## config.mk

```make
export PLATFORM = sky130hd
export DESIGN_NAME = base64_stream_encoder_flat
export DESIGN_NICKNAME = d
export VERILOG_FILES = /design/src/design/b64e_pkg.sv /design/src/design/b64e_if.sv /design/src/design/b64e_front.sv /design/src/design/b64e_queue.sv /design/src/design/b64e_back.sv /design/src/design/base64_stream_encoder.sv /design/src/flat_wrapper.sv
export SDC_FILE = /design/constraint.sdc
export NUM_CORES = 1
export LEC_CHECK = 0
export CAP_MARGIN = 5
export CORE_ASPECT_RATIO = 1.4
export CORE_MARGIN = 3
export CORE_UTILIZATION = 30
export CTS_BUF_LIST = sky130_fd_sc_hd__clkbuf_4
export DETAILED_ROUTE_END_ITERATION = 10
export DONT_BUFFER_PORTS = 1
export GPL_TIMING_DRIVEN = 0
export PLACE_DENSITY_LB_ADDON = 0.08
export SLEW_MARGIN = 30
export SYNTH_ARGS = -nofsm -noshare
export SYNTH_HDL_FRONTEND = slang
export SYNTH_SLANG_ARGS = --single-unit
```

## constraint.sdc

```tcl
create_clock -name clk -period 2.9 [get_ports clk]
set_input_delay 0.145 -clock clk [delete_from_list [all_inputs] [get_ports clk]]
set_output_delay 0.145 -clock clk [all_outputs]
set_load 0.05 [all_outputs]
```

## src/design/b64e_pkg.sv

```systemverilog
`default_nettype none
// ----------------------------------------------------------------------------
// b64e_pkg
// Shared types, constants and the character mapping of the base64 encoder.
// ----------------------------------------------------------------------------
package b64e_pkg;

  localparam logic [7:0] PAD_CHAR = 8'h3D;
  localparam int         QDEPTH   = 2;
  localparam int         QPW      = (QDEPTH > 1) ? $clog2(QDEPTH) : 1;
  localparam int         QCW      = $clog2(QDEPTH + 1);

  typedef struct packed {
    logic       pad;
    logic [5:0] sextet;
  } code_t;

  // cnt holds the number of characters less one
  typedef struct packed {
    code_t [3:0] code;
    logic  [1:0] cnt;
    logic        last;
  } job_t;

  function automatic logic [7:0] b64_char(input logic [5:0] v);
    logic [7:0] c;
    if (v < 6'd26) begin
      c = 8'h41 + {2'b00, v};
    end else if (v < 6'd52) begin
      c = 8'h61 + {2'b00, v} - 8'd26;
    end else if (v < 6'd62) begin
      c = 8'h30 + {2'b00, v} - 8'd52;
    end else if (v == 6'd62) begin
      c = 8'h2B;
    end else begin
      c = 8'h2F;
    end
    return c;
  endfunction

endpackage
`default_nettype wire

```

## src/design/b64e_if.sv

```systemverilog
`default_nettype none
// ----------------------------------------------------------------------------
// b64e channel interfaces
// Byte input channel and character output channel, valid/ready handshake.
// ----------------------------------------------------------------------------
interface b64e_byte_if;
  logic       valid;
  logic       ready;
  logic [7:0] data_byte;
  logic       final_byte;

  modport source (output valid, data_byte, final_byte, input ready);
  modport sink   (input valid, data_byte, final_byte, output ready);
endinterface

interface b64e_char_if;
  logic       valid;
  logic       ready;
  logic [7:0] out_char;
  logic       last_char;

  modport source (output valid, out_char, last_char, input ready);
  modport sink   (input valid, out_char, last_char, output ready);
endinterface
`default_nettype wire

```

## src/design/b64e_front.sv

```systemverilog
`default_nettype none
// ----------------------------------------------------------------------------
// b64e_front
// Accepts bytes, tracks the group position and builds a character job.
// ----------------------------------------------------------------------------
module b64e_front
  import b64e_pkg::*;
(
  input  wire logic   clk,
  input  wire logic   rst,
  b64e_byte_if.sink   raw,
  input  wire logic   q_full,
  output logic        q_push,
  output job_t        q_job
);

  typedef enum logic [1:0] {POS0, POS1, POS2} pos_t;

  pos_t       pos;
  pos_t       pos_next;
  logic [7:0] prev;
  logic [7:0] b;
  logic       fin;

  assign raw.ready = !q_full;
  assign q_push    = raw.valid && !q_full;
  assign b         = raw.data_byte;
  assign fin       = raw.final_byte;

  always_comb begin
    q_job      = '0;
    q_job.last = fin;
    pos_next   = POS0;
    case (pos)
      POS1: begin
        q_job.code[0].sextet = {prev[1:0], b[7:4]};
        if (fin) begin
          q_job.code[1].sextet = {b[3:0], 2'b00};
          q_job.code[2].pad    = 1'b1;
          q_job.cnt            = 2'd2;
        end else begin
          pos_next = POS2;
        end
      end
      POS2: begin
        q_job.code[0].sextet = {prev[3:0], b[7:6]};
        q_job.code[1].sextet = b[5:0];
        q_job.cnt            = 2'd1;
      end
      default: begin
        q_job.code[0].sextet = b[7:2];
        if (fin) begin
          q_job.code[1].sextet = {b[1:0], 4'b0000};
          q_job.code[2].pad    = 1'b1;
          q_job.code[3].pad    = 1'b1;
          q_job.cnt            = 2'd3;
        end else begin
          pos_next = POS1;
        end
      end
    endcase
  end

  always_ff @(posedge clk) begin
    if (rst) begin
      pos <= POS0;
    end else if (q_push) begin
      pos  <= pos_next;
      prev <= b;
    end
  end

  assert property (@(posedge clk) disable iff (rst)
    (q_push && fin) |=> pos == POS0)
    else $error("group position not cleared after final byte");

  assert property (@(posedge clk) disable iff (rst)
    (q_push && pos == POS2) |-> q_job.cnt == 2'd1)
    else $error("group completion must yield two characters");

endmodule
`default_nettype wire

```

## src/design/b64e_queue.sv

```systemverilog
`default_nettype none
// ----------------------------------------------------------------------------
// b64e_queue
// Short job queue between the front and back parts.
// ----------------------------------------------------------------------------
module b64e_queue
  import b64e_pkg::*;
(
  input  wire logic clk,
  input  wire logic rst,
  input  wire logic push,
  input  wire job_t push_job,
  output logic      full,
  input  wire logic pop,
  output logic      empty,
  output job_t      head
);

  job_t           store [QDEPTH];
  logic [QPW-1:0] wp;
  logic [QPW-1:0] rp;
  logic [QCW-1:0] cnt;

  assign full  = cnt == QCW'(QDEPTH);
  assign empty = cnt == '0;
  assign head  = store[rp];

  always_ff @(posedge clk) begin
    if (rst) begin
      wp  <= '0;
      rp  <= '0;
      cnt <= '0;
    end else begin
      if (push) begin
        store[wp] <= push_job;
        wp        <= (wp == QPW'(QDEPTH - 1)) ? '0 : wp + 1'b1;
      end
      if (pop) begin
        rp <= (rp == QPW'(QDEPTH - 1)) ? '0 : rp + 1'b1;
      end
      if (push && !pop) begin
        cnt <= cnt + 1'b1;
      end else if (pop && !push) begin
        cnt <= cnt - 1'b1;
      end
    end
  end

  assert property (@(posedge clk) disable iff (rst) push |-> !full)
    else $error("queue overflow");

  assert property (@(posedge clk) disable iff (rst) pop |-> !empty)
    else $error("queue underflow");

endmodule
`default_nettype wire

```

## src/design/b64e_back.sv

```systemverilog
`default_nettype none
// ----------------------------------------------------------------------------
// b64e_back
// Walks the head job one char per cycle unless stalled, into the output reg.
// ----------------------------------------------------------------------------
module b64e_back
  import b64e_pkg::*;
(
  input  wire logic   clk,
  input  wire logic   rst,
  input  wire logic   q_empty,
  input  wire job_t   q_head,
  output logic        q_pop,
  b64e_char_if.source chars
);

  logic [1:0] idx;
  logic       ovalid;
  logic [7:0] ochar;
  logic       olast;
  logic       load;
  logic       at_end;
  code_t      sel;

  assign load   = !q_empty && (!ovalid || chars.ready);
  assign at_end = idx == q_head.cnt;
  assign q_pop  = load && at_end;
  assign sel    = q_head.code[idx];

  assign chars.valid     = ovalid;
  assign chars.out_char  = ochar;
  assign chars.last_char = olast;

  always_ff @(posedge clk) begin
    if (rst) begin
      ovalid <= 1'b0;
      idx    <= '0;
    end else if (load) begin
      ovalid <= 1'b1;
      ochar  <= sel.pad ? PAD_CHAR : b64_char(sel.sextet);
      olast  <= q_head.last && at_end;
      idx    <= at_end ? 2'd0 : idx + 2'd1;
    end else if (chars.ready) begin
      ovalid <= 1'b0;
    end
  end

  assert property (@(posedge clk) disable iff (rst)
    !q_empty |-> idx <= q_head.cnt)
    else $error("character index past end of job");

  assert property (@(posedge clk) disable iff (rst)
    q_pop |=> idx == 2'd0)
    else $error("character index not rewound after job");

endmodule
`default_nettype wire

```

## src/design/base64_stream_encoder.sv

```systemverilog
`default_nettype none
// ----------------------------------------------------------------------------
// base64_stream_encoder
// Streaming base64 encoder, standard alphabet with '=' padding.
// ----------------------------------------------------------------------------
//  channel  dir  payload                     note
//  raw      in   data_byte[7:0], final_byte  one message byte per transfer
//  encoded  out  out_char[7:0], last_char    one character per transfer
//
//  A byte is taken in the cycle it is offered while the job queue has room.
//  The character stage emits one character per cycle while encoded is ready;
//  a byte yields 1 to 4 characters; a long message settles near 4/3 per byte.
//  A byte's first character passes the job queue, then the output register.
//  Synchronous reset empties the queue and returns to group start.
//  A stall on encoded fills the two-entry job queue, then holds raw off.
// ----------------------------------------------------------------------------
module base64_stream_encoder
  import b64e_pkg::*;
(
  input  wire logic   clk,
  input  wire logic   rst,
  b64e_byte_if.sink   raw,
  b64e_char_if.source encoded
);

  logic q_push;
  logic q_full;
  logic q_pop;
  logic q_empty;
  job_t q_job;
  job_t q_head;

  b64e_front u_front (
    .clk    (clk),
    .rst    (rst),
    .raw    (raw),
    .q_full (q_full),
    .q_push (q_push),
    .q_job  (q_job)
  );

  b64e_queue u_queue (
    .clk      (clk),
    .rst      (rst),
    .push     (q_push),
    .push_job (q_job),
    .full     (q_full),
    .pop      (q_pop),
    .empty    (q_empty),
    .head     (q_head)
  );

  b64e_back u_back (
    .clk     (clk),
    .rst     (rst),
    .q_empty (q_empty),
    .q_head  (q_head),
    .q_pop   (q_pop),
    .chars   (encoded)
  );

endmodule
`default_nettype wire

```

## src/flat_wrapper.sv

```systemverilog
// flat-port wrapper written by rule: the top's interface ports become plain ports
module base64_stream_encoder_flat import b64e_pkg::*;
  (clk, rst, raw_valid, raw_data_byte, raw_final_byte, raw_ready, encoded_valid, encoded_out_char, encoded_last_char, encoded_ready);
  b64e_byte_if raw_i ();
  b64e_char_if encoded_i ();
  input  wire logic clk;
  input  wire logic rst;
  input wire logic [$bits(raw_i.valid)-1:0] raw_valid;
  input wire logic [$bits(raw_i.data_byte)-1:0] raw_data_byte;
  input wire logic [$bits(raw_i.final_byte)-1:0] raw_final_byte;
  output wire logic [$bits(raw_i.ready)-1:0] raw_ready;
  output wire logic [$bits(encoded_i.valid)-1:0] encoded_valid;
  output wire logic [$bits(encoded_i.out_char)-1:0] encoded_out_char;
  output wire logic [$bits(encoded_i.last_char)-1:0] encoded_last_char;
  input wire logic [$bits(encoded_i.ready)-1:0] encoded_ready;
  assign raw_i.valid = raw_valid;
  assign raw_i.data_byte = raw_data_byte;
  assign raw_i.final_byte = raw_final_byte;
  assign raw_ready = raw_i.ready;
  assign encoded_valid = encoded_i.valid;
  assign encoded_out_char = encoded_i.out_char;
  assign encoded_last_char = encoded_i.last_char;
  assign encoded_i.ready = encoded_ready;
  base64_stream_encoder u_core (.clk(clk), .rst(rst), .raw(raw_i), .encoded(encoded_i));
endmodule
```

Word-level counts from Yosys, hierarchy flattened

Memories as Yosys holds them, arrays and structs flattened. A register that Yosys moved wholly into a read port is not among the register bits.
Cells that the tools add are included.

Register bits: 22
Memory bits (writable): 34
Input bits: 13
Output and inout bits: 11
Logic and storage cells: 78
Memories kept: 1

$add $sub $neg: 10
Order comparisons: 4
Eq/ne operators: 5
Multiplexer cells: 30
Bitwise gates (word level): 1
Reductions and logical operators: 18

Memory list:

| name                 | words | width | rd ports | clocked after Yosys merged registers in | write ports | line             | source |
|---|---|---|---|---|---|---|---|
| u_core.u_queue.store | 2     | 17    | 1        | 1                                       | 1           | b64e_queue.sv:19 | `job_t store [QDEPTH];` |

Operators by type and width:

| kind                                                | count |
|---|---|
| 2-to-1 mux 8 bit                                    | 3 |
| adder 7 x 6 -> 8 bit (first input constant)         | 2 |
| one-hot mux 8 bit (2 select lines)                  | 1 |
| binary-select mux 7 bit (select 2 bit)              | 1 |
| 2-to-1 mux 1 bit                                    | 13 |
| < comparator 6 bit (second input constant)          | 2 |
| 2-to-1 mux 2 bit                                    | 6 |
| 2-to-1 mux 6 bit                                    | 2 |
| one-hot mux 6 bit (2 select lines)                  | 1 |
| subtractor 7 x 6 -> 8 bit (second input constant)   | 1 |
| subtractor 8 x 5 -> 8 bit (second input constant)   | 1 |
| adder 6 x 6 -> 7 bit (first input constant)         | 1 |
| 2-to-1 mux 7 bit                                    | 1 |
| == test 6 bit (second input constant)               | 1 |
| logical AND 1 bit                                   | 6 |
| < comparator 6 x 5 -> 1 bit (second input constant) | 1 |
| logical NOT 1 bit                                   | 5 |
| adder 2 x 1 -> 2 bit (second input constant)        | 2 |
| == test 2 bit (second input constant)               | 2 |
| one-hot mux 2 bit (2 select lines)                  | 1 |
| AND reduction 2 bit                                 | 2 |
| nonzero test 2 bit                                  | 2 |
| < comparator 2 x 3 -> 1 bit (second input constant) | 1 |
| 2-to-1 mux 3 bit                                    | 1 |
| 8 further kinds                                     | 9 |

Longest topological paths before layout

Gate-level depths: netlist (run 1).

Depth after elaboration: 7
Gate-level depth with buffers: 11

Modules after synthesis

A second synthesis (run 1) with hierarchy kept.

Cell total of the unflattened synthesis: 305
Area, all modules: 4161.5 um^2

By module, submodules not included:

| module     | times used | cells an instance | area an instance (um^2) |
|---|---|---|---|
| b64e_queue | 1          | 118               | 2437.3 |
| b64e_back  | 1          | 110               | 1106.1 |
| b64e_front | 1          | 77                | 618.1 |

Worst setup path before layout (run 1)

OpenSTA, ideal clock, no wires.

Kind: register -> register
Start: register u_core.u_queue.cnt[0]
End: memory u_core.u_queue.store[0][0] in the netlist's numbering (enable)
Library setup time: 412 ps
Data arrival time: 2382 ps
Slack: 106 ps
Cell stages (with the launch flop): 4
Buffers on the path: 0
Period minus slack after synthesis: 2794 ps
Cell sequence: dfxtp_1 nand2b_1 nand2_1 nor3_1

Cells in the longest elaborated chain, start to end: 6

Ends and longest elaborated chain:

| item                                   | line               | source |
|---|---|---|
| start, declared                        | b64e_queue.sv:22   | `logic [QCW-1:0] cnt;` |
| start signal, assigned                 | b64e_queue.sv:42   | `cnt <= cnt + 1'b1;` |
| start signal, assigned                 | b64e_queue.sv:44   | `cnt <= cnt - 1'b1;` |
| == test 2 bit                          | b64e_queue.sv:24   | `assign full = cnt == QCW'(QDEPTH);` |
| logical NOT 1 bit                      | -                  |  |
| net raw_ready                          | flat_wrapper.sv:11 | `output wire logic [$bits(raw_i.ready)-1:0] raw_ready;` |
| logical AND 1 bit                      | b64e_front.sv:26   | `assign q_push = raw.valid && !q_full;` |
| 2-to-1 mux 1 bit                       | b64e_queue.sv:34   | `if (push) begin` |
| 2-to-1 mux 1 bit                       | b64e_queue.sv:29   | `if (rst) begin` |
| 2-to-1 mux 1 bit (implied by the code) | b64e_queue.sv:35   | `store[wp] <= push_job;` |
| end, declared                          | b64e_queue.sv:19   |  |

The timed path passes the listed nets, and every way through them passes these cells.

==> results.cfg, run 1 <==
[cts]
clk_latency_ps = 400
cts_made_buffers = 9
clock_sinks = 57
clk_path_buf_depth = 2
clk_pin_slew_worst_paths_ps = 110
tritoncts = done
cts.htree.levels = 3
root_buffer = clkbuf_4

[critical_path]
cp.required_ps = 3040
crit_family = multiplexers
r2r_cells = 10
max_stage_delay_ps = 560
crit_type = register to register
r2r-end = u_core.u_back.chars.out_char[2]
path_depth = 10
cp-start-kind = register
worstPathArrival_ps = 2870
crit_fanout = 10
cpMaxStageDelayCell = mux4_2
crit_path_end = u_core.u_back.chars.out_char[2]
path_buf_inv = 4
regToRegSetupSlack_ps = 170
crit_path_end_kind = register
worstPathCellList = buf_6, buf_8, mux4_2, nand2_2, ha_1, inv_1, and4_1, buf_2, a311oi_1, o311ai_2

[die]
die_w_um = 88.56
ioPinCount = 24
die_area_um2 = 10770
coreArea_um2 = 9183
start_util_pct = 31.18
dieHeight_um = 121.6
fp-row-count = 41

[final_layout]
regArea_um2 = 1612
fill_cells = 908
nets = 269
n_antenna_cell = 0
finalInstanceArea_um2 = 3307
syn2layout_area_growth_pct = 15.52
layout-drive-gt1-share_pct = 17.79
multi_input_area_um2 = 1159
fin_util_pct = 36.01

[logic_synthesis]
seq_area_frac_synth_pct = 56.29
syn_nets = 248
netlist_area_um2 = 2863
synthTopCellsByArea = edfxtp_1 (49%), dfxtp_1 (7.0%), mux4_2 (4.7%), ha_1 (3.5%), a21oi_1 (2.4%)
ys_warn_count = 0
synth_cell_types = 58
ys.flop_type = edfxtp_1
syn_inst = 227
synth_largest_area_cell = edfxtp_1
ys_top_cells_by_count = edfxtp_1 (47), a21oi_1 (14), nand2_1 (14), nor2_1 (14), o21ai_0 (11)
avgSynthCellArea_um2 = 12.61
synth_edf_count = 47
yosys_register_bits = 57
synth.most_common_cell = edfxtp_1
async_reset_ff_share_pct = 0
synth_top_area_share_pct = 49.30

[timing]
period_minus_slack_ps = 2732
final_hold_viol_count = 0
tightest_slew_ps = 723.9
max_freq_mhz = 366.0
finClkSkew_ps = 20.75
maxSlewHeadroom_pct = 51.56
period_share_pct = 94.22
drv_slew = 0
rsz0062_at_grt = false
setup_viol = 0

[pwr]
irDropWorstVdd_uv = 326.1
power_leakage_nw = 1.132
power.density_nw_per_um2 = 1111

[placement]
dpl_cell_area_um2 = 3017
place_hpwl_um = 4578
placement.io_buffers = 0
globalplace.congestion = 0.8061

[worst_hold_path]
hold_class = input pin to register

[routing]
drt_wl_total_um = 6291
drcViolationCount = 0
drt_iter0_markers = 76
routedWlPerCell_um = 17.48
antenna_left = 0
first_pass_iters = 4
dr_total_vias = 1850
vias_per_cell = 5.139

[global_route]
grt_overflow_total = 0
grt_usage_pct = 13.22
grt_pass1_wl_um = 10410
antenna_found_initial = 0
grt_pass1_vias = 1934
grt_max_degree = 18

[job]
drv_cap = 0

[outcome]
status = finished clean
cells in the final DEF (no fill, tap or decap), types with 3 or more instances in the layout:
master,count
xnor2_1,3
o21ai_0,11
a32oi_1,5
buf_4,4
a211o_1,3
xor2_1,5
clkbuf_1,7
a31oi_1,3
and3_1,3
and2_1,5
mux2i_1,7
ha_1,8
clkbuf_4,9
nand2b_1,3
dfxtp_1,10
clkinv_1,3
inv_1,7
dlygate4sd3_1,7
a22oi_1,6
nor2_1,14
mux4_2,6
nand2_1,13
a21oi_1,14
edfxtp_1,47
bufinv_16,4
metrics by stage:
stage               std cells  worst slack, ps  power (W)  setup TNS, ps  hold WS, ps
floorplan                 227            105.9   0.002490              0        214.1
CTS                       359            64.06   0.003706              0       0.9651
global placement          334           -893.8   0.002848         -15230        218.4
detailed placement        336            6.924   0.002845              0        221.2
finish                    360            167.7   0.003674              0        39.50
global route              360            3.341   0.003938              0        28.41
final cells by class:
class	instances	area share (%)
Clock buffer	9	2.043
Timing Repair Buffer	10	2.800
Clock inverter	7	4.011
Buffer	12	2.119
Tap cell	107	4.048
Inverter	10	1.211
Sequential cell	57	48.73
Multi-Input combinational cell	148	35.04
where the power goes:
group          leakage (nW)  internal, W  switching (W)  total, W
Combinational         0.510     0.000627       0.000903   0.00153
Clock                 0.105     0.000517       0.000291  0.000808
Sequential            0.518      0.00110       0.000239   0.00134
Total                  1.13      0.00224        0.00143   0.00367
metal layers:
layer | GRT usage (%) | wire [um]
met4 | 5.671 | 110
met3 | 3.924 | 231
met5 | 0 | 0
met2 | 21.72 | 3274
met1 | 15.90 | 2674
registers in the layout (all words and copies together), names as in the netlist, named ones only:
signal                         count
u_core.u_queue.rp                  1
u_core.u_front.prev                4
u_core.u_queue.cnt                 2
u_core.u_queue.wp                  1
u_core.u_back.idx                  2
u_core.u_back.chars.valid          1
u_core.u_back.chars.out_char       8
u_core.u_front.pos                 2
u_core.u_queue.store              34
u_core.u_back.chars.last_char      1
repair_timing:
| action | 4_1_cts | 5_1_grt |
|---|---|---|
| gates resized for setup | 3 | 1 |
| endpoints found under the hold margin | 23 | 0 |
| pin swaps | 0 | 0 |
| hold buffers | 7 | 0 |
| endpoints found under the setup margin | 10 | 2 |
| cloned | 0 | 0 |
| setup buffers | 0 | 1 |
kinds of logic after synthesis:
kind of cell    after synthesis  synth area share (%)
buf+inv                      22                 3.846
fa+ha+maj                     8                 3.497
xor+xnor                      8                 2.448
simple gates                 57                 10.80
compound gates               60                 15.08
mux                          15                 8.042
flops                        57                 56.29
worst min-delay path by stage:
stage,startpoint,end,slack (ps),cells past startpoint
2_1_floorplan,rst,u_core.u_back.chars.valid,210,1
3_3_place_gp,rst,u_core.u_back.chars.valid,220,1
3_5_place_dp,rst,u_core.u_back.chars.valid,220,1
4_1_cts,raw_data_byte[2],u_core.u_queue.store[1][3],1,2
5_1_grt,raw_data_byte[7],u_core.u_queue.store[1][8],30,2
6_report,raw_data_byte[2],u_core.u_queue.store[1][3],40,2
No activity file was read; power rests on OpenSTA's default activity.
==> run 2, diff against run 1 <==
--- a/config.mk
+++ b/config.mk
@@ -17,4 +17,5 @@
 export SLEW_MARGIN = 30
 export SYNTH_ARGS = -nofsm -noshare
 export SYNTH_HDL_FRONTEND = slang
+export SYNTH_HIERARCHICAL = 1
 export SYNTH_SLANG_ARGS = --single-unit
==> constraint.sdc (replaced) <==
create_clock -name clk -period 3.3 [get_ports clk]
set_input_delay 0.165 -clock clk [delete_from_list [all_inputs] [get_ports clk]]
set_output_delay 0.165 -clock clk [all_outputs]
set_load 0.05 [all_outputs]
==> results.cfg, run 2 <==
[pwr]
power.total_w = 0.003727
p_int_w = 0.002270
power_leakage_nw = 1.662
clkPwrFrac_pct = 15.0
seq_power_share_pct = 42.4
p_sw_w = 0.001457
irDropWorstVdd_uv = 305.4
power.density_nw_per_um2 = 777.3
p_sw_share_pct = 39.10
comb_power_share_pct = 42.6

[final_layout]
largest_reg_flops = 62
syn2layout_area_growth_pct = 15.21
final_cell_mix = edfxtp_1 (75), mux2_2 (33), buf_4 (18), nand2_1 (17)
layout-drive-gt1-share_pct = 28.98
final_cells = 535
mostFrequentLayoutCell = edfxtp_1
nets = 370
fin_util_pct = 35.65
fill_cells = 1318
max_flop_register = u_core/u_queue/store

[logic_synthesis]
synth_cell_types = 52
netlist_area_um2 = 4161
ys_warn_count = 6
synth.most_common_cell = edfxtp_1
synthTopCellsByArea = edfxtp_1 (54%), mux2_2 (8.9%), dfxtp_1 (4.8%), mux4_2 (3.8%), ha_1 (3.0%)
async_reset_ff_share_pct = 0
synth_top_area_share_pct = 54.12
synth_edf_count = 75
avgSynthCellArea_um2 = 13.64
synth_largest_area_cell = edfxtp_1
syn_inst = 305
yosys_register_bits = 85
ys.flop_type = edfxtp_1
ys_top_cells_by_count = edfxtp_1 (75), mux2_2 (33), nand2_1 (18)
seq_area_frac_synth_pct = 58.93

[cts]
clock_sinks = 85
cts.htree.levels = 3
root_buffer = clkbuf_4
clk_path_buf_depth = 2
tritoncts = done
clk_latency_ps = 450
cts_made_buffers = 9
clk_pin_slew_worst_paths_ps = 150

[critical_path]
worstPathArrival_ps = 3310
crit_path_end = u_core/u_back/chars.out_char[3]
r2r_cells = 10
crit_type = register to register
crit_path_end_kind = register
regToRegSetupSlack_ps = 270
cp-start-kind = register
crit_fanout = 10
r2r-end = u_core/u_back/chars.out_char[3]
cp.required_ps = 3590

[timing]
setup_ws_ps = 273.5
rsz0062_at_grt = false
final_hold_viol_count = 0
max_freq_mhz = 330.4
drv_slew = 0
whs_ps = 59.86
period_minus_slack_ps = 3027
finClkSkew_ps = 21.72
setup_viol = 0
maxSlewHeadroom_pct = 40.37
tightest_slew_ps = 891.2
period_share_pct = 91.71

[routing]
drt_iter0_markers = 112
first_pass_iters = 6
drt_wl_total_um = 8480
routedWlPerCell_um = 15.85
antenna_left = 0
vias_per_cell = 4.594
dr_total_vias = 2458
drcViolationCount = 0

[global_route]
grtUsageMet3_pct = 2.929
grt_max_degree = 25
grt_overflow_total = 0
grt_use_met1_pct = 13.36
antenna_found_initial = 1
grt_pass1_wl_um = 13520
grt_util_met2_pct = 20.75
top_usage_layer = met2
grt_usage_pct = 11.61
grt_pass1_vias = 2525

[placement]
placement.io_buffers = 0
post-place-ws_ps = -166.2
globalplace.congestion = 0.7827
place_inst = 504
place_hpwl_um = 5871

[die]
fp-row-count = 50
ioPinCount = 24
start_util_pct = 30.94
die_area_um2 = 15340
die_w_um = 105.5
dieHeight_um = 145.4
coreArea_um2 = 13450

[job]
drv_cap = 0

[worst_hold_path]
hold_class = input pin to register

[outcome]
status = finished clean
run 2: worst min-delay path by stage:
stage / start / to / slack (ps) / depth (start not counted)
6_report: raw_data_byte[3] / u_core/u_queue/store[1][13] / 60 / 2
5_1_grt: raw_data_byte[0] / u_core/u_queue/store[0][12] / 30 / 2
4_1_cts: raw_data_byte[0] / u_core/u_queue/store[1][12] / 40 / 2
3_5_place_dp: rst / u_core/u_front/pos[0] / 240 / 1
3_3_place_gp: rst / u_core/u_front/pos[0] / 240 / 1
2_1_floorplan: rst / u_core/u_back/chars.valid / 230 / 1
run 2: worst max-delay path, stage by stage (launching register included):
cell and delay, ps:
dfxtp_2 410, buf_6 180, mux2_2 350, mux4_2 520, buf_4 190, ha_1 200, or2_2 280, o211ai_1 130
nand2_2 170, mux2i_1 150, a311oi_1 250
run 2: cell families after synthesis:
group | after synthesis | synth area share (%)
XOR/XNOR | 8 | 1.684
buffers and inverters | 42 | 6.133
adder cells (fa/ha/maj) | 10 | 3.007
AO/OA/AOI/OAI | 50 | 8.178
other | 1 | 0.09011
flip-flops | 85 | 58.93
AND/OR/NAND/NOR | 66 | 8.538
multiplexers | 43 | 13.44
run 2: area by class of cell:
class                   instances  area, um^2  area share, %
clock inverters                 7       56.30          1.174
clock buffers                   9       67.56          1.409
diodes                          1       2.502        0.05219
flip-flops and latches         85        2454          51.17
well taps                     182       227.7          4.749
plain buffers                  29       225.2          4.697
inverters                      12       45.04         0.9395
repair buffers                 19       196.4          4.097
multi-input cells             191        1520          31.71
run 2: what timing repair did:
action,in CTS,in global routing
buffers inserted,1,2
pin swaps,0,1
cloned,0,0
hold endpoints to repair,49,0
setup endpoints to repair,5,5
hold buffers,12,0
gates resized for setup,4,5
run 2: layer usage:
metal	share of wire (%)	vias to the layer above
met5	0	-
met4	1.4	0
met3	2.3	7
met2	53	35
met1	43	1212
li1	-	1204
run 2: power by group through the flow:
stage	Clock [W]	Sequential (W)	Combinational, W
after CTS	0.000600	0.00158	0.00157
after detailed placement	0	0.00160	0.00152
after global placement	0	0.00160	0.00150
after global routing	0.000641	0.00159	0.00177
final	0.000559	0.00158	0.00159
after floorplan	0	0.00159	0.00118
run 2: per-stage QoR:
| step | TNS, ps | instance area [um^2] |
|---|---|---|
| finish | 0 | 4795 |
| floorplan | 0 | 4215 |
| detailed placement | -577.1 | 4504 |
| global route | 0 | 4795 |
| global placement | -9520 | 4443 |
| CTS | 0 | 4766 |
